$ cat src/tess_pkg.sv
package tess_pkg;

  localparam int COORD_W   = 16;
  localparam int JOB_DEPTH = 4;
  localparam int JOB_AW    = $clog2(JOB_DEPTH);

  typedef enum logic [1:0] {
    MODE_RECT    = 2'd0,
    MODE_OUTLINE = 2'd1,
    MODE_LINE    = 2'd2,
    MODE_CIRCLE  = 2'd3
  } mode_t;

  typedef logic signed [COORD_W-1:0] coord_t;
  typedef logic signed [14:0]        norm_t;
  typedef logic signed [19:0]        wide_t;

  typedef struct packed {
    mode_t       mode;
    coord_t      px;
    coord_t      py;
    coord_t      ex;
    coord_t      ey;
    norm_t       nx;
    norm_t       ny;
    logic [14:0] radius;
    logic [11:0] thick;
    logic [3:0]  mask;
    logic [31:0] color;
  } job_t;

  function automatic logic [14:0] quarter_sine(input logic [5:0] r);
    logic [14:0] v;
    case (r)
      6'd0:  v = 15'd0;
      6'd1:  v = 15'd804;
      6'd2:  v = 15'd1606;
      6'd3:  v = 15'd2404;
      6'd4:  v = 15'd3196;
      6'd5:  v = 15'd3981;
      6'd6:  v = 15'd4756;
      6'd7:  v = 15'd5520;
      6'd8:  v = 15'd6270;
      6'd9:  v = 15'd7005;
      6'd10: v = 15'd7723;
      6'd11: v = 15'd8423;
      6'd12: v = 15'd9102;
      6'd13: v = 15'd9760;
      6'd14: v = 15'd10394;
      6'd15: v = 15'd11003;
      6'd16: v = 15'd11585;
      6'd17: v = 15'd12140;
      6'd18: v = 15'd12665;
      6'd19: v = 15'd13160;
      6'd20: v = 15'd13623;
      6'd21: v = 15'd14053;
      6'd22: v = 15'd14449;
      6'd23: v = 15'd14811;
      6'd24: v = 15'd15137;
      6'd25: v = 15'd15426;
      6'd26: v = 15'd15679;
      6'd27: v = 15'd15893;
      6'd28: v = 15'd16069;
      6'd29: v = 15'd16207;
      6'd30: v = 15'd16305;
      6'd31: v = 15'd16364;
      default: v = 15'd16384;
    endcase
    return v;
  endfunction

  function automatic logic signed [15:0] table_sin(input logic [6:0] k);
    logic [5:0]  r;
    logic [5:0]  rr;
    logic [15:0] a;
    logic [15:0] b;
    r  = {1'b0, k[4:0]};
    rr = 6'd32 - r;
    a  = {1'b0, quarter_sine(r)};
    b  = {1'b0, quarter_sine(rr)};
    case (k[6:5])
      2'd0:    return $signed(a);
      2'd1:    return $signed(b);
      2'd2:    return -$signed(a);
      default: return -$signed(b);
    endcase
  endfunction

  // rounded trig * radius / 2^14, halves away from zero
  function automatic logic signed [17:0] scale_round(input logic signed [15:0] trig,
                                                     input logic [14:0] radius);
    logic signed [31:0] p;
    logic [31:0]        m;
    logic [31:0]        q;
    p = 32'(trig) * $signed({17'd0, radius});
    m = p[31] ? 32'(-p) : 32'(p);
    q = (m + 32'd8192) >> 14;
    return p[31] ? -$signed(q[17:0]) : $signed(q[17:0]);
  endfunction

  function automatic coord_t sat16(input wide_t v);
    if (v > 20'sd32767) return 16'sh7fff;
    else if (v < -20'sd32768) return 16'sh8000;
    else return v[15:0];
  endfunction

endpackage

$ cat src/tess_back.sv
module tess_back #(
  parameter int CIRCLE_SEGMENTS = 32
) (
  input  logic           clk,
  input  logic           rst,
  input  logic           job_valid,
  input  tess_pkg::job_t job,
  output logic           pop,
  output logic           out_valid,
  input  logic           out_ready,
  output logic [127:0]   out_data,
  output logic           out_last
);
  import tess_pkg::*;

  localparam int AW = $clog2(CIRCLE_SEGMENTS + 1);

  job_t          cur;
  logic          active;
  logic          half;
  logic [1:0]    ridx;
  logic [1:0]    ridx_nxt;
  logic [1:0]    ridx_first;
  logic [3:0]    higher;
  logic [AW-1:0] seg;
  logic [AW-1:0] seg_p1;
  logic [6:0]    ang [CIRCLE_SEGMENTS+1];
  logic          advance;
  logic          fire;
  logic          cur_last;
  wide_t         px, py, ex, ey, nx, ny, tk;
  wide_t         rx, ry, rw, rh;
  wide_t         ax, ay, bx, by, cx, cy;
  logic signed [17:0] c0x, c0y, c1x, c1y;

  for (genvar g = 0; g <= CIRCLE_SEGMENTS; g++) begin : g_ang
    assign ang[g] = 7'((g * 128) / CIRCLE_SEGMENTS);
  end

  assign seg_p1  = seg + 1'b1;
  assign advance = !out_valid || out_ready;
  assign fire    = active && advance;
  assign pop     = job_valid && (!active || (fire && cur_last));

  always_comb begin
    px = 20'(cur.px);
    py = 20'(cur.py);
    ex = 20'(cur.ex);
    ey = 20'(cur.ey);
    nx = 20'(cur.nx);
    ny = 20'(cur.ny);
    tk = $signed({8'd0, cur.thick});
    case (ridx)
      2'd0:    higher = {cur.mask[3:1], 1'b0};
      2'd1:    higher = {cur.mask[3:2], 2'b0};
      2'd2:    higher = {cur.mask[3], 3'b0};
      default: higher = 4'd0;
    endcase
    ridx_nxt = ridx;
    for (int j = 3; j >= 0; j--) begin
      if (higher[j]) ridx_nxt = 2'(j);
    end
    ridx_first = 2'd0;
    for (int j = 3; j >= 0; j--) begin
      if (job.mask[j]) ridx_first = 2'(j);
    end
    rx = px;
    ry = py;
    rw = ex;
    rh = ey;
    if (cur.mode == MODE_OUTLINE) begin
      case (ridx)
        2'd0: rh = tk;
        2'd1: begin
          ry = py + ey - tk;
          rh = tk;
        end
        2'd2: rw = tk;
        default: begin
          rx = px + ex - tk;
          rw = tk;
        end
      endcase
    end
    c0x = scale_round(table_sin(7'(ang[seg] + 7'd32)), cur.radius);
    c0y = scale_round(table_sin(ang[seg]), cur.radius);
    c1x = scale_round(table_sin(7'(ang[seg_p1] + 7'd32)), cur.radius);
    c1y = scale_round(table_sin(ang[seg_p1]), cur.radius);
    unique case (cur.mode)
      MODE_LINE: begin
        ax = px + nx;
        ay = py + ny;
        bx = half ? ex - nx : ex + nx;
        by = half ? ey - ny : ey + ny;
        cx = half ? px - nx : ex - nx;
        cy = half ? py - ny : ey - ny;
        cur_last = half;
      end
      MODE_CIRCLE: begin
        ax = px;
        ay = py;
        bx = px + 20'(c0x);
        by = py + 20'(c0y);
        cx = px + 20'(c1x);
        cy = py + 20'(c1y);
        cur_last = (seg == AW'(CIRCLE_SEGMENTS - 1));
      end
      default: begin
        ax = rx;
        ay = ry;
        bx = rx + rw;
        by = half ? ry + rh : ry;
        cx = half ? rx : rx + rw;
        cy = ry + rh;
        cur_last = half && ((cur.mode == MODE_RECT) || (higher == 4'd0));
      end
    endcase
  end

  always_ff @(posedge clk) begin
    if (fire) begin
      out_data <= {cur.color, sat16(cy), sat16(cx), sat16(by), sat16(bx),
                   sat16(ay), sat16(ax)};
      out_last <= cur_last;
    end
    if (pop) cur <= job;
  end

  always_ff @(posedge clk) begin
    if (rst) begin
      active    <= 1'b0;
      out_valid <= 1'b0;
      half      <= 1'b0;
      ridx      <= '0;
      seg       <= '0;
    end else begin
      if (advance) out_valid <= active;
      if (fire && !cur_last) begin
        half <= !half;
        seg  <= seg_p1;
        if (half) ridx <= ridx_nxt;
      end
      if (pop) begin
        active <= 1'b1;
        half   <= 1'b0;
        seg    <= '0;
        ridx   <= ridx_first;
      end else if (fire && cur_last) begin
        active <= 1'b0;
      end
    end
  end

`ifndef NO_ASSERTIONS
  a_keep_job: assert property (@(posedge clk) disable iff (rst)
    fire && !cur_last |=> active && out_valid)
    else $error("job dropped before its last triangle");
  a_edge_valid: assert property (@(posedge clk) disable iff (rst)
    active && (cur.mode == MODE_OUTLINE) && !half |-> cur.mask[ridx])
    else $error("empty outline edge selected");
  a_seg_range: assert property (@(posedge clk) disable iff (rst)
    active && (cur.mode == MODE_CIRCLE) |-> seg < AW'(CIRCLE_SEGMENTS))
    else $error("circle segment out of range");
`endif

endmodule
$ cat config.mk
export PLATFORM = sky130hd
export DESIGN_NAME = tess_back
export DESIGN_NICKNAME = d
export VERILOG_FILES = /design/src/tess_pkg.sv /design/src/tess_back.sv
export SDC_FILE = /design/constraint.sdc
export NUM_CORES = 2
export LEC_CHECK = 0
export BUFFER_PORTS_ARGS = -buffer_cell sky130_fd_sc_hd__buf_2
export CORE_UTILIZATION = 32
export CTS_CLUSTER_DIAMETER = 50
export DETAILED_ROUTE_END_ITERATION = 10
export GPL_ROUTABILITY_DRIVEN = 0
export SYNTH_ARGS = -nofsm -noshare
export SYNTH_HDL_FRONTEND = slang
export SYNTH_SLANG_ARGS = --single-unit
$ cat constraint.sdc
create_clock -name clk -period 17.12 [get_ports clk]
set_input_delay 1.712 -clock clk [delete_from_list [all_inputs] [get_ports clk]]
set_output_delay 1.712 -clock clk [all_outputs]
set_load 0.1 [all_outputs]
==> run_results.csv <==
group,metric,value,unit
drt,finalWirelength,231,mm
worst_setup_path,crit_path_top_delay_cell,"a21oi_1",
yosys,yosysWarnings,0,
floorplanning,die_w,482,um
worst_hold_path,hold_class,"reg -> reg",
drt,dr.pass1.iters,6,
floorplanning,coreArea,0.228,mm2
cells_and_area,regArea,0.00884,mm2
global_route,grt_max_degree,174,
clock_tree,root_buffer,"clkbuf_16",
floorplanning,ioPinCount,294,
cells_and_area,area_delta_synth_final,8.47,%
yosys,syn_inst,8781,
worst_setup_path,path_max_fanout,25,
timing,worst_pin_slew,1.19,ns
drt,viasPerCell,5.28,
timing,drv_slew,0,
cells_and_area,fillers,23400,
worst_setup_path,startpoint_type,"flip-flop",
timing,period_needed,16.25,ns
yosys,synth_nets,10600,
clock_tree,cts_buffer_depth,3,
yosys,syn_area,0.0738,mm2
worst_setup_path,cp.arrival,16.66,ns
cells_and_area,multi_input_area,0.0581,mm2
worst_setup_path,max_stage_delay,0.60,ns
floorplanning,start_util,32.3,%
place,port_buffers,293,
timing,rsz0062_at_grt,"false",
flow_run,cap_violations,0,
yosys,synth-edff-count,287,
clock_tree,cts_sinks,298,
clock_tree,cts_tree,"yes",
drt,wire_per_inst,19.5,um
place,dp_hpwl,186,mm
timing,fin_worst_skew,0.0223,ns
yosys,synthArstFlopShare,0,%
timing,slew_headroom,19.7,%
timing,tns,0,ns
global_route,grt_usage,19.6,%
timing,period_share,94.9,%
yosys,yosysUniqueCellTypes,117,
drt,drcViolationCount,0,
outcome,status,"finished, final reports clean",
yosys,syn_avg_cell_area,8.40,um2
worst_setup_path,cp-end-kind,"flip-flop",
worst_setup_path,critPathKind,"reg -> reg",
yosys,synth-seq-cells,298,
global_route,first_global_vias,63500,
global_route,antenna_found_initial,6,
timing,finalHoldViolations,0,
yosys,synth_top_flop_cell,"edfxtp_1",
clock_tree,htreeDepth,2,
global_route,grt_pass1_wl,360,mm
cells_and_area,drive_gt1_share,7.21,%
cells_and_area,layout.nets,10700,
global_route,overflow,0,
drt,drtIter0Drc,5276,
timing,fmax,0.0615,GHz
clock_tree,clk_pin_slew,0.06,ns
timing,report.final.setup_viol,0,
floorplanning,rows,175,
clock_tree,cts_buffers,41,
yosys,seq_area_frac_synth,12.0,%
worst_setup_path,required,17.53,ns
clock_tree,insertion_delay,0.62,ns
floorplanning,die_h,482,um
floorplanning,fp.dieArea,0.233,mm2
drt,ant_nets,0,
drt,vias,62800,
## cell usage after synthesis, types with 151 or more instances
cell	count	area (um2)
a21oi_1	448	2240
and2_1	514	3220
clkbuf_1	340	1280
edfxtp_1	287	8620
fa_1	1022	20500
ha_1	642	8030
inv_1	1446	5430
nand2_1	946	3550
nor2_1	457	1720
nor3_1	151	756
o21ai_0	452	2260
xnor2_1	327	2860
xor2_1	168	1470
## final cells by class
| class | instances | area share [%] |
|---|---|---|
| tap | 3009 | 4.70 |
| clock buffer | 45 | 1.30 |
| inverter | 1448 | 6.81 |
| sequential | 298 | 11.0 |
| multi-input combinational | 6631 | 72.6 |
| timing repair buffer | 426 | 3.11 |
| clock inverter | 26 | 0.400 |
| antenna | 1 | 0.00313 |
## what timing repair did
item | CTS | global route
hold buffers | 0 | 0
endpoints found under the setup margin | 0 | 61
setup buffers | 0 | 2
hold endpoints to repair | 0 | 0
resized for setup | 0 | 24
## stage by stage
stage	setup slack, ns	area, um2	utilization [%]	instances	hold slack, ns
4_1_cts	0.741	79900	35.0	11900	0.419
2_1_floorplan	1.47	73800	-	8781	0.400
5_1_grt	0.00155	80000	35.0	11900	0.427
3_5_place_dp	0.786	78600	34.4	11800	0.405
6_report	0.872	80000	35.0	11900	0.418
3_3_place_gp	1.06	78600	34.4	11800	0.401
## path summary, 6_finish.rpt
check	start	endpoint	slack (ns)	cells after the start
worst max register to register	seg[1]	out_data[36]	0.87	59
worst max-delay path	seg[1]	out_data[36]	0.87	59
worst min register to register	cur[29]	out_data[125]	0.42	0
worst min-delay path	cur[29]	out_data[125]	0.42	0
## routing by layer
layer	track usage, %	routed length, um	vias to the layer above
met3	2.12	15200	458
met1	25.8	98800	31000
met2	32.7	107000	2308
met4	7.81	9990	8
met5	0	60	-
li1	-	-	29000
## flip-flops by register name (all words and copies together), names as in the netlist
name       count
active         1
cur          158
half           1
out_data     128
out_last       1
out_valid      1
ridx           2
seg            6
## worst max-delay path: cells and delay by family (launching register included)
kind            cells  cell delay (ns)
fa+ha+maj          12             4.91
compound gates     16             4.48
simple gates       16             3.90
buf+inv            10             1.48
xor+xnor            3             0.62
mux                 2             0.32
flops               1             0.29
## layout by cell type (no fill, tap or decap), drive strengths merged, types with 155 or more instances in the layout
cell type / count
and2: 518
edfxtp: 287
a21oi: 450
ha: 642
nor3: 155
fa: 1022
nand2: 946
inv: 1454
xor2: 168
o21ai: 470
nor2: 458
buf: 426
xnor2: 327
## kinds of logic after synthesis
| logic type | Yosys count | share of synthesized area, % |
|---|---|---|
| compound gates | 1759 | 15.4 |
| flops | 298 | 12.0 |
| simple gates | 2640 | 17.6 |
| xor+xnor | 497 | 5.94 |
| mux | 69 | 1.01 |
| buf+inv | 1852 | 9.49 |
| fa+ha+maj | 1666 | 38.6 |
Power is not shown: default switching activity piles up to over one toggle a cycle in this logic, so the estimate is an artifact.
