===== src/tess_pkg.sv =====
package tess_pkg;

  localparam int COORD_W   = 16;
  localparam int JOB_DEPTH = 4;
  localparam int JOB_AW    = $clog2(JOB_DEPTH);

  typedef enum logic [1:0] {
    MODE_RECT    = 2'd0,
    MODE_OUTLINE = 2'd1,
    MODE_LINE    = 2'd2,
    MODE_CIRCLE  = 2'd3
  } mode_t;

  typedef logic signed [COORD_W-1:0] coord_t;
  typedef logic signed [14:0]        norm_t;
  typedef logic signed [19:0]        wide_t;

  typedef struct packed {
    mode_t       mode;
    coord_t      px;
    coord_t      py;
    coord_t      ex;
    coord_t      ey;
    norm_t       nx;
    norm_t       ny;
    logic [14:0] radius;
    logic [11:0] thick;
    logic [3:0]  mask;
    logic [31:0] color;
  } job_t;

  function automatic logic [14:0] quarter_sine(input logic [5:0] r);
    logic [14:0] v;
    case (r)
      6'd0:  v = 15'd0;
      6'd1:  v = 15'd804;
      6'd2:  v = 15'd1606;
      6'd3:  v = 15'd2404;
      6'd4:  v = 15'd3196;
      6'd5:  v = 15'd3981;
      6'd6:  v = 15'd4756;
      6'd7:  v = 15'd5520;
      6'd8:  v = 15'd6270;
      6'd9:  v = 15'd7005;
      6'd10: v = 15'd7723;
      6'd11: v = 15'd8423;
      6'd12: v = 15'd9102;
      6'd13: v = 15'd9760;
      6'd14: v = 15'd10394;
      6'd15: v = 15'd11003;
      6'd16: v = 15'd11585;
      6'd17: v = 15'd12140;
      6'd18: v = 15'd12665;
      6'd19: v = 15'd13160;
      6'd20: v = 15'd13623;
      6'd21: v = 15'd14053;
      6'd22: v = 15'd14449;
      6'd23: v = 15'd14811;
      6'd24: v = 15'd15137;
      6'd25: v = 15'd15426;
      6'd26: v = 15'd15679;
      6'd27: v = 15'd15893;
      6'd28: v = 15'd16069;
      6'd29: v = 15'd16207;
      6'd30: v = 15'd16305;
      6'd31: v = 15'd16364;
      default: v = 15'd16384;
    endcase
    return v;
  endfunction

  function automatic logic signed [15:0] table_sin(input logic [6:0] k);
    logic [5:0]  r;
    logic [5:0]  rr;
    logic [15:0] a;
    logic [15:0] b;
    r  = {1'b0, k[4:0]};
    rr = 6'd32 - r;
    a  = {1'b0, quarter_sine(r)};
    b  = {1'b0, quarter_sine(rr)};
    case (k[6:5])
      2'd0:    return $signed(a);
      2'd1:    return $signed(b);
      2'd2:    return -$signed(a);
      default: return -$signed(b);
    endcase
  endfunction

  // rounded trig * radius / 2^14, halves away from zero
  function automatic logic signed [17:0] scale_round(input logic signed [15:0] trig,
                                                     input logic [14:0] radius);
    logic signed [31:0] p;
    logic [31:0]        m;
    logic [31:0]        q;
    p = 32'(trig) * $signed({17'd0, radius});
    m = p[31] ? 32'(-p) : 32'(p);
    q = (m + 32'd8192) >> 14;
    return p[31] ? -$signed(q[17:0]) : $signed(q[17:0]);
  endfunction

  function automatic coord_t sat16(input wide_t v);
    if (v > 20'sd32767) return 16'sh7fff;
    else if (v < -20'sd32768) return 16'sh8000;
    else return v[15:0];
  endfunction

endpackage


===== src/tess_front.sv =====
module tess_front #(
  parameter int FRACTION_BITS = 4
) (
  input  logic             clk,
  input  logic             rst,
  input  logic             in_valid,
  output logic             in_ready,
  input  logic [1:0]       in_mode,
  input  tess_pkg::coord_t in_px,
  input  tess_pkg::coord_t in_py,
  input  tess_pkg::coord_t in_ex,
  input  tess_pkg::coord_t in_ey,
  input  logic [14:0]      in_radius,
  input  logic [11:0]      in_thick,
  input  logic [31:0]      in_color,
  output logic             push,
  output tess_pkg::job_t   push_job,
  input  logic             full
);
  import tess_pkg::*;

  localparam logic [11:0] ONE = 12'(1 << FRACTION_BITS);

  typedef enum logic [2:0] {S_TAKE, S_LEN, S_SQRT, S_DSET, S_DIVX, S_DIVY, S_PUSH} state_t;

  state_t             state;
  job_t               cmd;
  job_t               fast_job;
  logic               accept;
  logic               nonempty;
  logic [11:0]        t_in;
  logic signed [16:0] dx;
  logic signed [16:0] dy;
  logic [16:0]        dx_abs;
  logic [16:0]        dy_abs;
  logic [15:0]        adx;
  logic [15:0]        ady;
  logic               dx_pos;
  logic               dy_pos;
  logic [27:0]        pxt;
  logic [27:0]        pyt;
  logic [49:0]        rad;
  logic [27:0]        rem;
  logic [27:0]        rem_sh;
  logic [27:0]        trial;
  logic               sq_ge;
  logic [24:0]        root;
  logic [24:0]        root_next;
  logic [4:0]         cnt;
  logic [25:0]        den;
  logic [36:0]        num;
  logic [25:0]        drem;
  logic [13:0]        dlow;
  logic [26:0]        dsh;
  logic               d_ge;
  logic [13:0]        quo;
  logic [13:0]        quo_next;
  logic [32:0]        l2;

  assign accept = in_valid && in_ready;
  assign in_ready = (state == S_TAKE) && !full;
  assign t_in = (in_thick < ONE) ? ONE : in_thick;
  assign dx = 17'(in_ex) - 17'(in_px);
  assign dy = 17'(in_ey) - 17'(in_py);
  assign dx_abs = dx[16] ? 17'(-dx) : 17'(dx);
  assign dy_abs = dy[16] ? 17'(-dy) : 17'(dy);

  always_comb begin
    fast_job.mode   = mode_t'(in_mode);
    fast_job.px     = in_px;
    fast_job.py     = in_py;
    fast_job.ex     = in_ex;
    fast_job.ey     = in_ey;
    fast_job.nx     = '0;
    fast_job.ny     = '0;
    fast_job.radius = in_radius;
    fast_job.thick  = t_in;
    fast_job.color  = in_color;
    fast_job.mask   = {in_ey > 0, in_ey > 0, in_ex > 0, in_ex > 0};
    unique case (mode_t'(in_mode))
      MODE_RECT:    nonempty = (in_ex > 0) && (in_ey > 0);
      MODE_OUTLINE: nonempty = (in_ex > 0) || (in_ey > 0);
      MODE_LINE:    nonempty = (dx != 0) || (dy != 0);
      MODE_CIRCLE:  nonempty = (in_radius != '0);
      default:      nonempty = 1'b0;
    endcase
  end

  // square root, two bits of radicand a step
  assign rem_sh    = {rem[25:0], rad[49:48]};
  assign trial     = {1'b0, root, 2'b01};
  assign sq_ge     = rem_sh >= trial;
  assign root_next = {root[23:0], sq_ge};

  // divider, one quotient bit a step
  assign den      = {root, 1'b0};
  assign num      = {1'b0, (state == S_DSET) ? pxt : pyt, 8'd0} + 37'(root);
  assign dsh      = {drem, dlow[13]};
  assign d_ge     = dsh >= {1'b0, den};
  assign quo_next = {quo[12:0], d_ge};
  assign l2       = 33'(32'(adx) * 32'(adx)) + 33'(32'(ady) * 32'(ady));

  assign push     = (accept && (mode_t'(in_mode) != MODE_LINE) && nonempty) ||
                    ((state == S_PUSH) && !full);
  assign push_job = (state == S_PUSH) ? cmd : fast_job;

  always_ff @(posedge clk) begin
    if (rst) begin
      state <= S_TAKE;
      cnt   <= '0;
    end else begin
      unique case (state)
        S_TAKE: begin
          if (accept && (mode_t'(in_mode) == MODE_LINE) && nonempty) begin
            cmd    <= fast_job;
            adx    <= dx_abs[15:0];
            ady    <= dy_abs[15:0];
            dx_pos <= !dx[16] && (dx != 0);
            dy_pos <= !dy[16] && (dy != 0);
            state  <= S_LEN;
          end
        end
        S_LEN: begin
          rad   <= {1'b0, l2, 16'd0};
          rem   <= '0;
          root  <= '0;
          cnt   <= '0;
          pxt   <= 28'(ady) * 28'(cmd.thick);
          pyt   <= 28'(adx) * 28'(cmd.thick);
          state <= S_SQRT;
        end
        S_SQRT: begin
          rem  <= sq_ge ? 28'(rem_sh - trial) : rem_sh;
          root <= root_next;
          rad  <= {rad[47:0], 2'b00};
          cnt  <= cnt + 1'b1;
          if (cnt == 5'd24) state <= S_DSET;
        end
        S_DSET: begin
          drem  <= 26'(num[36:14]);
          dlow  <= num[13:0];
          quo   <= '0;
          cnt   <= '0;
          state <= S_DIVX;
        end
        S_DIVX, S_DIVY: begin
          if (cnt == 5'd13) begin
            cnt <= '0;
            if (state == S_DIVX) begin
              cmd.nx <= dy_pos ? -$signed({1'b0, quo_next}) : $signed({1'b0, quo_next});
              drem   <= 26'(num[36:14]);
              dlow   <= num[13:0];
              quo    <= '0;
              state  <= S_DIVY;
            end else begin
              cmd.ny <= dx_pos ? $signed({1'b0, quo_next}) : -$signed({1'b0, quo_next});
              state  <= S_PUSH;
            end
          end else begin
            drem <= d_ge ? 26'(dsh - {1'b0, den}) : dsh[25:0];
            dlow <= {dlow[12:0], 1'b0};
            quo  <= quo_next;
            cnt  <= cnt + 1'b1;
          end
        end
        S_PUSH: begin
          if (!full) state <= S_TAKE;
        end
        default: state <= S_TAKE;
      endcase
    end
  end

endmodule


===== config.mk =====
export PLATFORM = sky130hd
export DESIGN_NAME = tess_front
export DESIGN_NICKNAME = d
export VERILOG_FILES = /design/src/tess_pkg.sv /design/src/tess_front.sv
export SDC_FILE = /design/constraint.sdc
export NUM_CORES = 2
export LEC_CHECK = 0
export BUFFER_PORTS_ARGS = -buffer_cell sky130_fd_sc_hd__clkbuf_2
export CORE_UTILIZATION = 50
export CTS_CLUSTER_SIZE = 28
export DETAILED_ROUTE_END_ITERATION = 10
export PLACE_DENSITY = 0.7
export SETUP_SLACK_MARGIN = 0.4
export SYNTH_ARGS = -nofsm -noshare
export SYNTH_HDL_FRONTEND = slang
export SYNTH_SLANG_ARGS = --single-unit

===== constraint.sdc =====
create_clock -name clk -period 38.1 [get_ports clk]
set_input_delay 11.43 -clock clk [delete_from_list [all_inputs] [get_ports clk]]
set_output_delay 11.43 -clock clk [all_outputs]
set_load 0.02 [all_outputs]

==> results.py <==
metrics = {
    "logic_synthesis": {
        "synth_top_area_share_pct": 27.3,
        "synth_area_per_cell_um2": 9.48,
        "ys_types": 83,
        "synth-seq-area-share_pct": 24.0,
        "yosysMostFrequentCell": "inv_1",
        "synth_commonest_cells": "inv_1 (914), nand2_1 (826), fa_1 (667)",
        "synth_top_cell_by_area": "fa_1",
        "synthArstFlopShare_pct": 0,
        "yosysWarnings": 0,
        "synth_area_um2": 48900,
        "netlist_top_cells_area": "fa_1 (27%), edfxtp_1 (24%), ha_1 (11%)",
        "synth-seq-cells": 393,
        "synth_nets": 6394,
        "ys.flop_type": "edfxtp_1",
        "synth-edff-count": 385,
        "syn_inst": 5163,
    },
    "hold_path": {
        "hold_depth": 2,
        "hp-class": "reg -> reg",
        "worstHoldStart": "dlow[7]",
        "min_to": "dlow[8]",
    },
    "timing": {
        "finClkSkew_ps": 35.0,
        "grt_setup_unrepaired": "false",
        "fin_crit_sh_pct": 65.4,
        "finalSetupTns_ps": 0,
        "tightestPinTransition_ps": 1150,
        "slew_headroom_pct": 23.5,
        "max_clock_freq_mhz": 40.1,
        "drv_slew": 0,
        "hold_viol": 0,
        "finalCriticalPeriod_ps": 24930,
        "setup_viol": 0,
    },
    "die": {
        "dieArea_um2": 99100,
        "die_w_um": 315,
        "die_h_um": 315,
        "start_util_pct": 50.5,
        "fp-row-count": 114,
        "ios": 290,
        "core_area_um2": 96900,
    },
    "grt": {
        "grt_pass1_wl_um": 192000,
        "grt_max_degree": 87,
        "grt_pass1_vias": 37000,
        "grt_antenna_before_repair": 1,
        "overflow": 0,
        "grt_usage_pct": 24.3,
    },
    "final_layout": {
        "areaGrowthSynthToFinish_pct": 8.73,
        "final-instance-count-excl-fill": 6645,
        "drive_gt1_share_pct": 9.28,
        "num_antenna_cells": 0,
        "nets": 6564,
        "fillers": 8604,
    },
    "routing": {
        "wl_per_cell_um": 17.7,
        "met3_length_um": 8230,
        "wl_met2_um": 55600,
        "highest_layer": "met4",
        "drt_iter0_drc": 2596,
        "vias_per_cell": 5.45,
        "via_count": 36200,
        "postRouteAntennaNets": 0,
        "met1_length_um": 49700,
        "drt_pass1_iterations": 10,
        "drc_errors": 4,
        "drt_wl_total_um": 118000,
    },
    "placement": {
        "place_congestion": 0.884,
        "portBuffers": 289,
        "dp_hpwl_um": 88500,
        "dp.cells": 6559,
    },
    "clock_tree": {
        "post_cts_resized": 0,
        "cts_made_buffers": 48,
        "cts_buffer_depth": 3,
        "cts-root-buf": "clkbuf_16",
        "hold_buffers": 0,
        "clk_pin_slew_worst_paths_ps": 50,
        "cts_tree": "yes",
        "cts_sinks": 393,
        "htree_levels": 2,
        "post_cts_buffers": 0,
        "clk_latency_ps": 640,
    },
    "worst_setup_path": {
        "r2r_slack_ps": 29580,
        "crit_type": "in -> out",
        "r2r_end": "rad[48]",
        "crit_path_start": "in_ex[1]",
        "timing.critical_path.cells": "clkbuf_2 > nor4_1 > a41oi_1 > nor3b_1 > o21ai_0 > a21oi_1 > nor2_1 > nor2_1 > clkbuf_2",
        "required_ps": 26670,
        "slowest_delay_ps": 580,
        "regToRegStartpoint": "adx[4]",
        "crit_path_max_fanout": 4,
        "startpoint_type": "primary input",
        "cp-end-kind": "primary output",
        "worst_path_max_delay_cell": "a41oi_1",
        "worstRegToRegCells": 24,
        "worstPathArrival_ps": 13500,
    },
    "flow_run": {
        "maxCapViolations": 0,
    },
    "power_and_ir_drop": {
        "leakage_nw": 25.5,
        "seqPwrFrac_pct": 20.6,
        "powerDensity_nw_per_um2": 52.1,
        "ir_drop_mv": 0.160,
        "total_power_mw": 2.77,
        "switching_share_pct": 43.0,
        "internal-power_mw": 1.58,
        "switching_power_mw": 1.19,
        "clkPwrFrac_pct": 16.5,
        "p_comb_share_pct": 62.9,
    },
    "run_status": {
        "status": "complete, but fails checks",
        "violations": "design-rule violations",
    },
}
==> cell families (layout without fill, tap and decap cells) <==
kind of cell               count (synthesis)  after routing  synth area share [%]
xor gates and xnor gates                 220            220                  3.94
muxes                                     76             76                  1.62
buffers and inverters                   1147           1353                  8.84
DFF                                      393            393                  24.0
and+or+nand+nor                         1627           1627                  15.5
AOI/OAI and AO/OA                        598            598                  7.74
adders and majority gates               1102           1102                  38.4
==> registers in the layout, indices dropped and copies added, names as in the netlist, 3 cells and up <==
register / count
cmd: 157
state: 3
rem: 26
dlow: 14
drem: 26
cnt: 5
ady: 16
pyt: 28
pxt: 28
quo: 13
adx: 16
root: 25
rad: 34
==> worst max-delay path, delay by kind of cell <==
kind / cells / cell delay [ps]
AND/OR/NAND/NOR: 4 / 990
AO/OA/AOI/OAI: 3 / 810
buffers and inverters: 2 / 280
==> worst max path at each step <==
stage | to | slack, ps | cells past startpoint
after floorplan | adx[0] | 8160 | 13
after global placement | push | 13220 | 9
after detailed placement | push | 13270 | 9
after CTS | push | 13260 | 9
after global routing | push | 13140 | 9
final | push | 13170 | 9
==> metrics by stage <==
step / hold slack (ps) / cell area (µm²) / setup WS [ps] / utilization (%)
after global routing: 534 / 53200 / 13140 / 54.9
after floorplan: 484 / 48900 / 8160 / -
after CTS: 518 / 53200 / 13260 / 54.9
after detailed placement: 504 / 51700 / 13270 / 53.3
final: 512 / 53200 / 13170 / 54.9
after global placement: 506 / 51700 / 13220 / 53.3
==> cell usage in the layout, fill, tap and decap left out, types with 36 or more instances in the layout <==
master,Yosys,routed
inv_1,914,914
nand2_1,826,824
fa_1,667,667
ha_1,435,435
edfxtp_1,385,385
clkbuf_2,0,289
and2_1,282,281
nor2_1,215,214
o21ai_0,176,176
a21oi_1,163,162
xnor2_1,153,153
xor2_1,67,67
buf_4,4,64
a21o_1,61,61
and3_1,56,56
mux2i_1,50,50
clkbuf_16,0,48
nor3_1,38,38
nand3_1,36,36
==> layout make-up <==
cell class                      count  area (µm²)  share of cell area, %
Sequential cell                   393       11700                   22.0
Inverter                          914        3430                   6.45
Tap cell                         1276        1600                   3.00
Multi-Input combinational cell   3623       33000                   62.0
Clock inverter                     29         307                  0.576
Clock buffer                       57        1230                   2.32
Timing Repair Buffer              353        1930                   3.62
==> power by group through the flow <==
stage	Clock (mW)	Sequential, mW	Combinational, mW
after CTS	0.469	0.572	1.75
after floorplan	0	0.581	1.32
after global placement	0	0.581	1.71
final	0.458	0.572	1.74
after global routing	0.482	0.573	1.97
after detailed placement	0	0.581	1.73
==> per-layer routing <==
metal	vias up	track usage, %
met5	-	0
met4	0	8.41
met3	205	4.21
met2	1150	39.7
met1	18000	32.7
li1	16800	-
(Power assumes the default switching activity.)
