$ cat config.mk
export PLATFORM = sky130hd
export DESIGN_NAME = tess_fifo
export DESIGN_NICKNAME = d
export VERILOG_FILES = /design/src/tess_pkg.sv /design/src/tess_fifo.sv
export SDC_FILE = /design/constraint.sdc
export NUM_CORES = 1
export LEC_CHECK = 0
export ABC_AREA = 1
export BUFFER_PORTS_ARGS = -buffer_cell sky130_fd_sc_hd__buf_4
export CORE_ASPECT_RATIO = 1.5
export CORE_UTILIZATION = 25
export DETAILED_ROUTE_END_ITERATION = 6
export PLACE_DENSITY = 0.43
export SYNTH_ARGS = -nofsm -noshare
export SYNTH_HDL_FRONTEND = slang
export SYNTH_SLANG_ARGS = --single-unit
$ cat constraint.sdc
create_clock -name clk -period 7 [get_ports clk]
set_input_delay 0.35 -clock clk [delete_from_list [all_inputs] [get_ports clk]]
set_output_delay 0.35 -clock clk [all_outputs]
set_load 0.02 [all_outputs]
$ cat src/tess_pkg.sv
package tess_pkg;

  localparam int COORD_W   = 16;
  localparam int JOB_DEPTH = 4;
  localparam int JOB_AW    = $clog2(JOB_DEPTH);

  typedef enum logic [1:0] {
    MODE_RECT    = 2'd0,
    MODE_OUTLINE = 2'd1,
    MODE_LINE    = 2'd2,
    MODE_CIRCLE  = 2'd3
  } mode_t;

  typedef logic signed [COORD_W-1:0] coord_t;
  typedef logic signed [14:0]        norm_t;
  typedef logic signed [19:0]        wide_t;

  typedef struct packed {
    mode_t       mode;
    coord_t      px;
    coord_t      py;
    coord_t      ex;
    coord_t      ey;
    norm_t       nx;
    norm_t       ny;
    logic [14:0] radius;
    logic [11:0] thick;
    logic [3:0]  mask;
    logic [31:0] color;
  } job_t;

  function automatic logic [14:0] quarter_sine(input logic [5:0] r);
    logic [14:0] v;
    case (r)
      6'd0:  v = 15'd0;
      6'd1:  v = 15'd804;
      6'd2:  v = 15'd1606;
      6'd3:  v = 15'd2404;
      6'd4:  v = 15'd3196;
      6'd5:  v = 15'd3981;
      6'd6:  v = 15'd4756;
      6'd7:  v = 15'd5520;
      6'd8:  v = 15'd6270;
      6'd9:  v = 15'd7005;
      6'd10: v = 15'd7723;
      6'd11: v = 15'd8423;
      6'd12: v = 15'd9102;
      6'd13: v = 15'd9760;
      6'd14: v = 15'd10394;
      6'd15: v = 15'd11003;
      6'd16: v = 15'd11585;
      6'd17: v = 15'd12140;
      6'd18: v = 15'd12665;
      6'd19: v = 15'd13160;
      6'd20: v = 15'd13623;
      6'd21: v = 15'd14053;
      6'd22: v = 15'd14449;
      6'd23: v = 15'd14811;
      6'd24: v = 15'd15137;
      6'd25: v = 15'd15426;
      6'd26: v = 15'd15679;
      6'd27: v = 15'd15893;
      6'd28: v = 15'd16069;
      6'd29: v = 15'd16207;
      6'd30: v = 15'd16305;
      6'd31: v = 15'd16364;
      default: v = 15'd16384;
    endcase
    return v;
  endfunction

  function automatic logic signed [15:0] table_sin(input logic [6:0] k);
    logic [5:0]  r;
    logic [5:0]  rr;
    logic [15:0] a;
    logic [15:0] b;
    r  = {1'b0, k[4:0]};
    rr = 6'd32 - r;
    a  = {1'b0, quarter_sine(r)};
    b  = {1'b0, quarter_sine(rr)};
    case (k[6:5])
      2'd0:    return $signed(a);
      2'd1:    return $signed(b);
      2'd2:    return -$signed(a);
      default: return -$signed(b);
    endcase
  endfunction

  // rounded trig * radius / 2^14, halves away from zero
  function automatic logic signed [17:0] scale_round(input logic signed [15:0] trig,
                                                     input logic [14:0] radius);
    logic signed [31:0] p;
    logic [31:0]        m;
    logic [31:0]        q;
    p = 32'(trig) * $signed({17'd0, radius});
    m = p[31] ? 32'(-p) : 32'(p);
    q = (m + 32'd8192) >> 14;
    return p[31] ? -$signed(q[17:0]) : $signed(q[17:0]);
  endfunction

  function automatic coord_t sat16(input wide_t v);
    if (v > 20'sd32767) return 16'sh7fff;
    else if (v < -20'sd32768) return 16'sh8000;
    else return v[15:0];
  endfunction

endpackage

$ cat src/tess_fifo.sv
module tess_fifo (
  input  logic            clk,
  input  logic            rst,
  input  logic            push,
  input  tess_pkg::job_t  din,
  output logic            full,
  input  logic            pop,
  output logic            dvalid,
  output tess_pkg::job_t  dout
);
  import tess_pkg::*;

  job_t                   mem [JOB_DEPTH];
  logic [JOB_AW-1:0]      wp;
  logic [JOB_AW-1:0]      rp;
  logic [JOB_AW:0]        cnt;
  logic [JOB_AW:0]        cnt_next;
  logic                   load;

  assign full = (cnt == (JOB_AW+1)'(JOB_DEPTH));
  assign load = (cnt != '0) && (!dvalid || pop);

  always_comb begin
    cnt_next = cnt;
    if (push) cnt_next = cnt_next + 1'b1;
    if (load) cnt_next = cnt_next - 1'b1;
  end

  always_ff @(posedge clk) begin
    if (push) mem[wp] <= din;
    if (load) dout <= mem[rp];
  end

  always_ff @(posedge clk) begin
    if (rst) begin
      wp     <= '0;
      rp     <= '0;
      cnt    <= '0;
      dvalid <= 1'b0;
    end else begin
      if (push) wp <= wp + 1'b1;
      if (load) rp <= rp + 1'b1;
      cnt <= cnt_next;
      if (load) dvalid <= 1'b1;
      else if (pop) dvalid <= 1'b0;
    end
  end

`ifndef NO_ASSERTIONS
  a_no_overflow: assert property (@(posedge clk) disable iff (rst) push |-> !full)
    else $error("job queue written while full");
  a_hold_head: assert property (@(posedge clk) disable iff (rst)
    dvalid && !pop |=> dvalid && $stable(dout))
    else $error("queue head changed without pop");
`endif

endmodule

==> impl_metrics.env, run 1 <==
export IMPL_finalHoldViolCount=0
export IMPL_gp_congestion=0.707
export IMPL_finClkSkew_ps=18.7
export IMPL_p_per_area_nw_per_um2=411
export IMPL_io_pins=324
export IMPL_p_leak_nw=12.5
export IMPL_num_rows=151
export IMPL_tightest_slew_ps=1020
export IMPL_yosysWarnings=0
export IMPL_grt_pass1_vias=17700
export IMPL_crit_path_start_kind="flip-flop"
export IMPL_vias=16700
export IMPL_fp_dieW_um=278
export IMPL_fmax_mhz=343
export IMPL_fin_cells=3771
export IMPL_clk_latency_ps=660
export IMPL_reg2reg_from="rp[0]"
export IMPL_synthTopCellsByArea="edfxtp_1, nor2_1, o22ai_1, o21ai_0, o21ai_1"
export IMPL_worstPathRequired_ps=7480
export IMPL_root_buffer="clkbuf_16"
export IMPL_drc=0
export IMPL_cts_tree="built"
export IMPL_wl_met3_um=4820
export IMPL_overflow=0
export IMPL_relSlewSlack_pct=31.9
export IMPL_hold_depth=3
export IMPL_wl_met1_um=30700
export IMPL_critical_path_slowest_cell="dfxtp_4"
export IMPL_synth_seq_cells=803
export IMPL_first_iter_violations=894
export IMPL_track_usage_pct=12.9
export IMPL_fin_setup_tns_ps=0
export IMPL_slew_violations=0
export IMPL_antenna_found_initial=10
export IMPL_cts_buffer_depth=3
export IMPL_worstRegToRegCells=4
export IMPL_start_util_pct=25.3
export IMPL_path_cells="buf_4 -> buf_4 -> o21ai_0 -> o22ai_1"
export IMPL_synth_top_area_share_pct=83.4
export IMPL_portBuffers=323
export IMPL_multi_input_area_um2=4040
export IMPL_yosys_area_top_type="edfxtp_1"
export IMPL_whs_endpoint="wp[0]"
export IMPL_min_period_ps=2920
export IMPL_antenna_left=0
export IMPL_syn_nets=1939
export IMPL_hold_start="push"
export IMPL_htree_levels=3
export IMPL_end_kind="flip-flop"
export IMPL_design_die_area_um2=116000
export IMPL_ir_drop_v=0.000383
export IMPL_reg2reg_slack_ps=4080
export IMPL_drv_cap=0
export IMPL_rsz0062_at_grt="no"
export IMPL_crit_top_cell="buf_4"
export IMPL_syn_area_um2=28600
export IMPL_die_height_um=416
export IMPL_post_cts_buffers=0
export IMPL_syn_inst=1769
export IMPL_critPathArrivalTime_ps=3400
export IMPL_viasPerCell=4.43
export IMPL_clk_pin_slew_ps=60
export IMPL_ff_latch_area_um2=24000
export IMPL_synth_seq_area_share_pct=83.9
export IMPL_period_share_pct=41.7
export IMPL_hold_path_class="in -> reg"
export IMPL_grt_max_degree=103
export IMPL_slowest_delay_ps=730
export IMPL_drive_gt1_share_pct=20.3
export IMPL_setup_viol_count_final=0
export IMPL_grt_pass1_wl_um=111000
export IMPL_wl_per_cell_um=20.0
export IMPL_dr_max_layer_used="met5"
export IMPL_areaGrowthSynthToFinish_pct=28.6
export IMPL_cts_sinks=803
export IMPL_worstSetupPathType="reg -> reg"
export IMPL_hpwl_um=39000
export IMPL_syn_area_per_cell_um2=16.2
export IMPL_wl_met2_um=37900
export IMPL_dr_pass1_iters=5
export IMPL_placed_cells=3455
export IMPL_outcome="finished clean"
export IMPL_fill_cells=11000
export IMPL_wirelength_um=75500
export IMPL_r2r_end="dout[47]"
export IMPL_core_um2=113000
export IMPL_cp_max_fo=73
export IMPL_final_nets=2419
export IMPL_netlist_cell_type_count=18
export IMPL_cts_made_buffers=84
[sequential cells by signal (all words and copies together), names as in the netlist]
name    flops
cnt         3
dvalid      1
rp          2
wp          2
mem       636
dout      159
[cells in the mapped netlist]
library cell  count
edfxtp_1        795
nor2_1          326
o21ai_0         170
o22ai_1         159
o21ai_1         152
clkbuf_1         51
buf_2            46
nand2_1          20
inv_1            15
buf_4             9
dfxtp_1           8
ha_1              7
a21oi_1           4
inv_2             2
nand3_1           2
clkinv_2          1
xnor2_1           1
xor2_1            1
[worst max-delay path, delay by kind of cell (launching register included)]
family | cells | cell delay (ps)
AO/OA/AOI/OAI | 2 | 480
buffers and inverters | 2 | 1410
flip-flops | 1 | 730
[where the power goes]
part / internal, mW / switching, mW / leakage [nW]
Combinational: 1.33 / 2.85 / 3.79
Sequential: 6.36 / 0.316 / 7.45
Clock: 2.41 / 1.86 / 1.27
Total: 10.1 / 5.03 / 12.5
[cells by family after synthesis]
group / after synthesis / synth area share (%)
xor+xnor: 2 / 0.0612
compound gates: 485 / 9.17
buf+inv: 124 / 1.95
flops: 803 / 83.9
simple gates: 348 / 4.57
fa+ha+maj: 7 / 0.306
[worst max path at each step]
stage / to / from / slack (ps) / cells after the start
6_report: dout[47] / rp[0] / 4080 / 4
3_3_place_gp: dout[6] / rp[1] / 4010 / 4
3_5_place_dp: dout[72] / rp[0] / 4000 / 4
4_1_cts: dout[72] / rp[0] / 3980 / 4
5_1_grt: dout[6] / rp[1] / 3830 / 4
2_1_floorplan: dout[0] / cnt[0] / 2570 / 5
[cell type report]
type | count | area share (%)
antenna | 3 | 0.0204
clock buffer | 105 | 6.04
clock inverter | 47 | 1.02
inverter | 18 | 0.319
multi-input combinational | 842 | 11.0
sequential | 803 | 65.3
tap | 1453 | 4.94
timing repair buffer | 500 | 11.4
[repair_timing]
action                    4_1_cts  5_1_grt
hold endpoints to repair      641        0
hold buffers                  161        0
gates resized for setup         0        0
[cells in the final DEF, fill, tap and decap left out, drive strengths merged, types with 2 or more instances in the layout]
cell / instances
edfxtp: 795
buf: 339
nor2: 326
o21ai: 322
dlygate4sd3: 161
o22ai: 159
clkbuf: 105
clkinv: 31
inv: 25
nand2: 20
dfxtp: 8
ha: 7
clkinvlp: 5
a21oi: 4
bufinv: 4
diode: 3
nand3: 2
[routing by layer]
layer  GRT usage (%)  vias up
li1                -     7708
met1            14.9     8447
met2            22.7      440
met3            3.53      115
met4            4.90       12
met5               0        -
[through the flow]
| stage | power, mW | instance area, um^2 | setup slack, ps | utilization (%) | hold slack (ps) |
|---|---|---|---|---|---|
| after detailed placement | 11.0 | 32600 | 4000 | 28.8 | 515 |
| after global placement | 10.9 | 32600 | 4010 | 28.8 | 499 |
| final | 15.1 | 36800 | 4080 | 32.5 | 111 |
| after floorplan | 9.15 | 28600 | 2570 | - | 419 |
| after global routing | 15.9 | 36800 | 3830 | 32.5 | 92.8 |
| after CTS | 15.5 | 36800 | 3980 | 32.5 | 17.0 |
Note: power is estimated with default switching activity, not from simulation.
==> run 2, diff against run 1 <==
==> constraint.sdc (replaced) <==
create_clock -name clk -period 2.7 [get_ports clk]
set_input_delay 0.135 -clock clk [delete_from_list [all_inputs] [get_ports clk]]
set_output_delay 0.135 -clock clk [all_outputs]
set_load 0.02 [all_outputs]
==> impl_metrics.env, run 2 (synthesized netlist as in run 1, its figures left out) <==
export IMPL_design_die_area_um2=116000
export IMPL_hold_depth=2
export IMPL_layout_setup_ws_ps=532
export IMPL_slew_violations=0
export IMPL_die_height_um=416
export IMPL_worstRegToRegCells=9
export IMPL_gp_congestion=0.731
export IMPL_setup_viol_count_final=0
export IMPL_grt_pass1_wl_um=113000
export IMPL_dr_pass1_iters=5
export IMPL_dp_slack_ps=865
export IMPL_wl_per_cell_um=20.0
export IMPL_outcome="finished clean"
export IMPL_start_util_pct=25.3
export IMPL_post_cts_buffers=0
export IMPL_wirelength_um=76300
export IMPL_p_per_area_nw_per_um2=1070
export IMPL_p_leak_nw=12.8
export IMPL_io_pins=324
export IMPL_min_period_ps=2170
export IMPL_placed_cell_area_um2=33300
export IMPL_first_iter_violations=891
export IMPL_drive_gt1_share_pct=22.2
export IMPL_r2r_end="rp[1]"
export IMPL_overflow=0
export IMPL_regMostFlops="mem"
export IMPL_ir_drop_v=0.00123
export IMPL_root_buffer="clkbuf_16"
export IMPL_areaGrowthSynthToFinish_pct=31.4
export IMPL_track_usage_pct=13.1
export IMPL_grt_pass1_vias=17800
export IMPL_fmax_mhz=461
export IMPL_finClkSkew_ps=33.1
export IMPL_design_area_um2=37600
export IMPL_endpoint="rp[1]"
export IMPL_clk_latency_ps=680
export IMPL_finalHoldViolCount=0
export IMPL_rsz0062_at_grt="no"
export IMPL_cts_tree="built"
export IMPL_cts_sinks=803
export IMPL_num_rows=151
export IMPL_end_kind="flip-flop"
export IMPL_layout_common_cells="edfxtp_1, buf_4, nor2_1, o21ai_0, dlygate4sd3_1"
export IMPL_period_share_pct=80.3
export IMPL_antenna_left=0
export IMPL_portBuffers=323
export IMPL_core_um2=113000
export IMPL_crit_path_start_kind="flip-flop"
export IMPL_hpwl_um=44300
export IMPL_htree_levels=3
export IMPL_drc=0
export IMPL_drv_cap=0
export IMPL_largest_reg_flops=636
export IMPL_tightest_slew_ps=864
export IMPL_antenna_found_initial=5
export IMPL_reg_top3="mem (636), dout (159), cnt (3)"
export IMPL_clk_pin_slew_ps=60
export IMPL_cts_buffer_depth=3
export IMPL_reg2reg_from="cnt[1]"
export IMPL_cts_resized=0
export IMPL_relSlewSlack_pct=42.4
export IMPL_worstSetupPathType="reg -> reg"
export IMPL_critPathArrivalTime_ps=2760
export IMPL_viasPerCell=4.41
export IMPL_cts_made_buffers=83
export IMPL_cp_max_fo=70
export IMPL_fp_dieW_um=278
export IMPL_hold_path_class="in -> reg"
export IMPL_final_nets=2460
export IMPL_final_common_cell="edfxtp_1"
export IMPL_vias=16800
export IMPL_grt_max_degree=123
export IMPL_reg2reg_slack_ps=530
export IMPL_worstPathRequired_ps=3290
export IMPL_cts_hold_buf=163
export IMPL_crit_start="cnt[1]"
[run 2: critical path, cell delays in order (launching register included)]
cell,delay (ps)
dfxtp_2,340
inv_2,50
ha_4,160
nand2_4,60
nand2_4,90
clkinvlp_4,160
buf_12,400
nand2_1,120
a21oi_1,150
dlygate4sd3_1,560
[run 2: layout make-up]
class	count	area, um^2
sequential	803	24000
antenna	3	7.51
inverter	18	98.8
multi-input combinational	842	4120
fill	11000	75600
tap	1453	1820
clock buffer	102	2170
timing repair buffer	542	4800
clock inverter	51	548
[run 2: layer usage]
| metal | vias up | wire [um] | part of all wire, % | global-route usage (%) |
|---|---|---|---|---|
| met3 | 95 | 3680 | 4.8 | 2.62 |
| met4 | 2 | 1860 | 2.4 | 5.03 |
| met2 | 394 | 40200 | 53 | 24.0 |
| met1 | 8498 | 30500 | 40 | 14.9 |
| li1 | 7815 | - | - | - |
| met5 | - | 7 | 0.0092 | 0 |
[run 2: through the flow]
step	hold WS (ps)	power [mW]	TNS [ps]	instances	utilization (%)
2_1_floorplan	197	23.5	-543680	1769	-
3_3_place_gp	328	28.9	0	3495	29.4
3_5_place_dp	329	29.1	0	3495	29.4
4_1_cts	124	41.0	0	3811	33.2
5_1_grt	161	42.1	0	3814	33.2
6_report	201	40.1	0	3814	33.2
[run 2: report_power, final]
| part | internal, mW | total, mW | switching (mW) |
|---|---|---|---|
| Clock | 6.55 | 11.5 | 4.92 |
| Combinational | 3.81 | 11.4 | 7.61 |
| Sequential | 16.5 | 17.2 | 0.685 |
[run 2: worst min path at each step]
stage	start	end	slack, ps
2_1_floorplan	rst	dvalid	200
3_3_place_gp	rst	rp[1]	330
3_5_place_dp	rst	rp[1]	330
4_1_cts	din[40]	mem[2][40]	120
5_1_grt	din[40]	mem[1][40]	160
6_report	din[40]	mem[1][40]	200
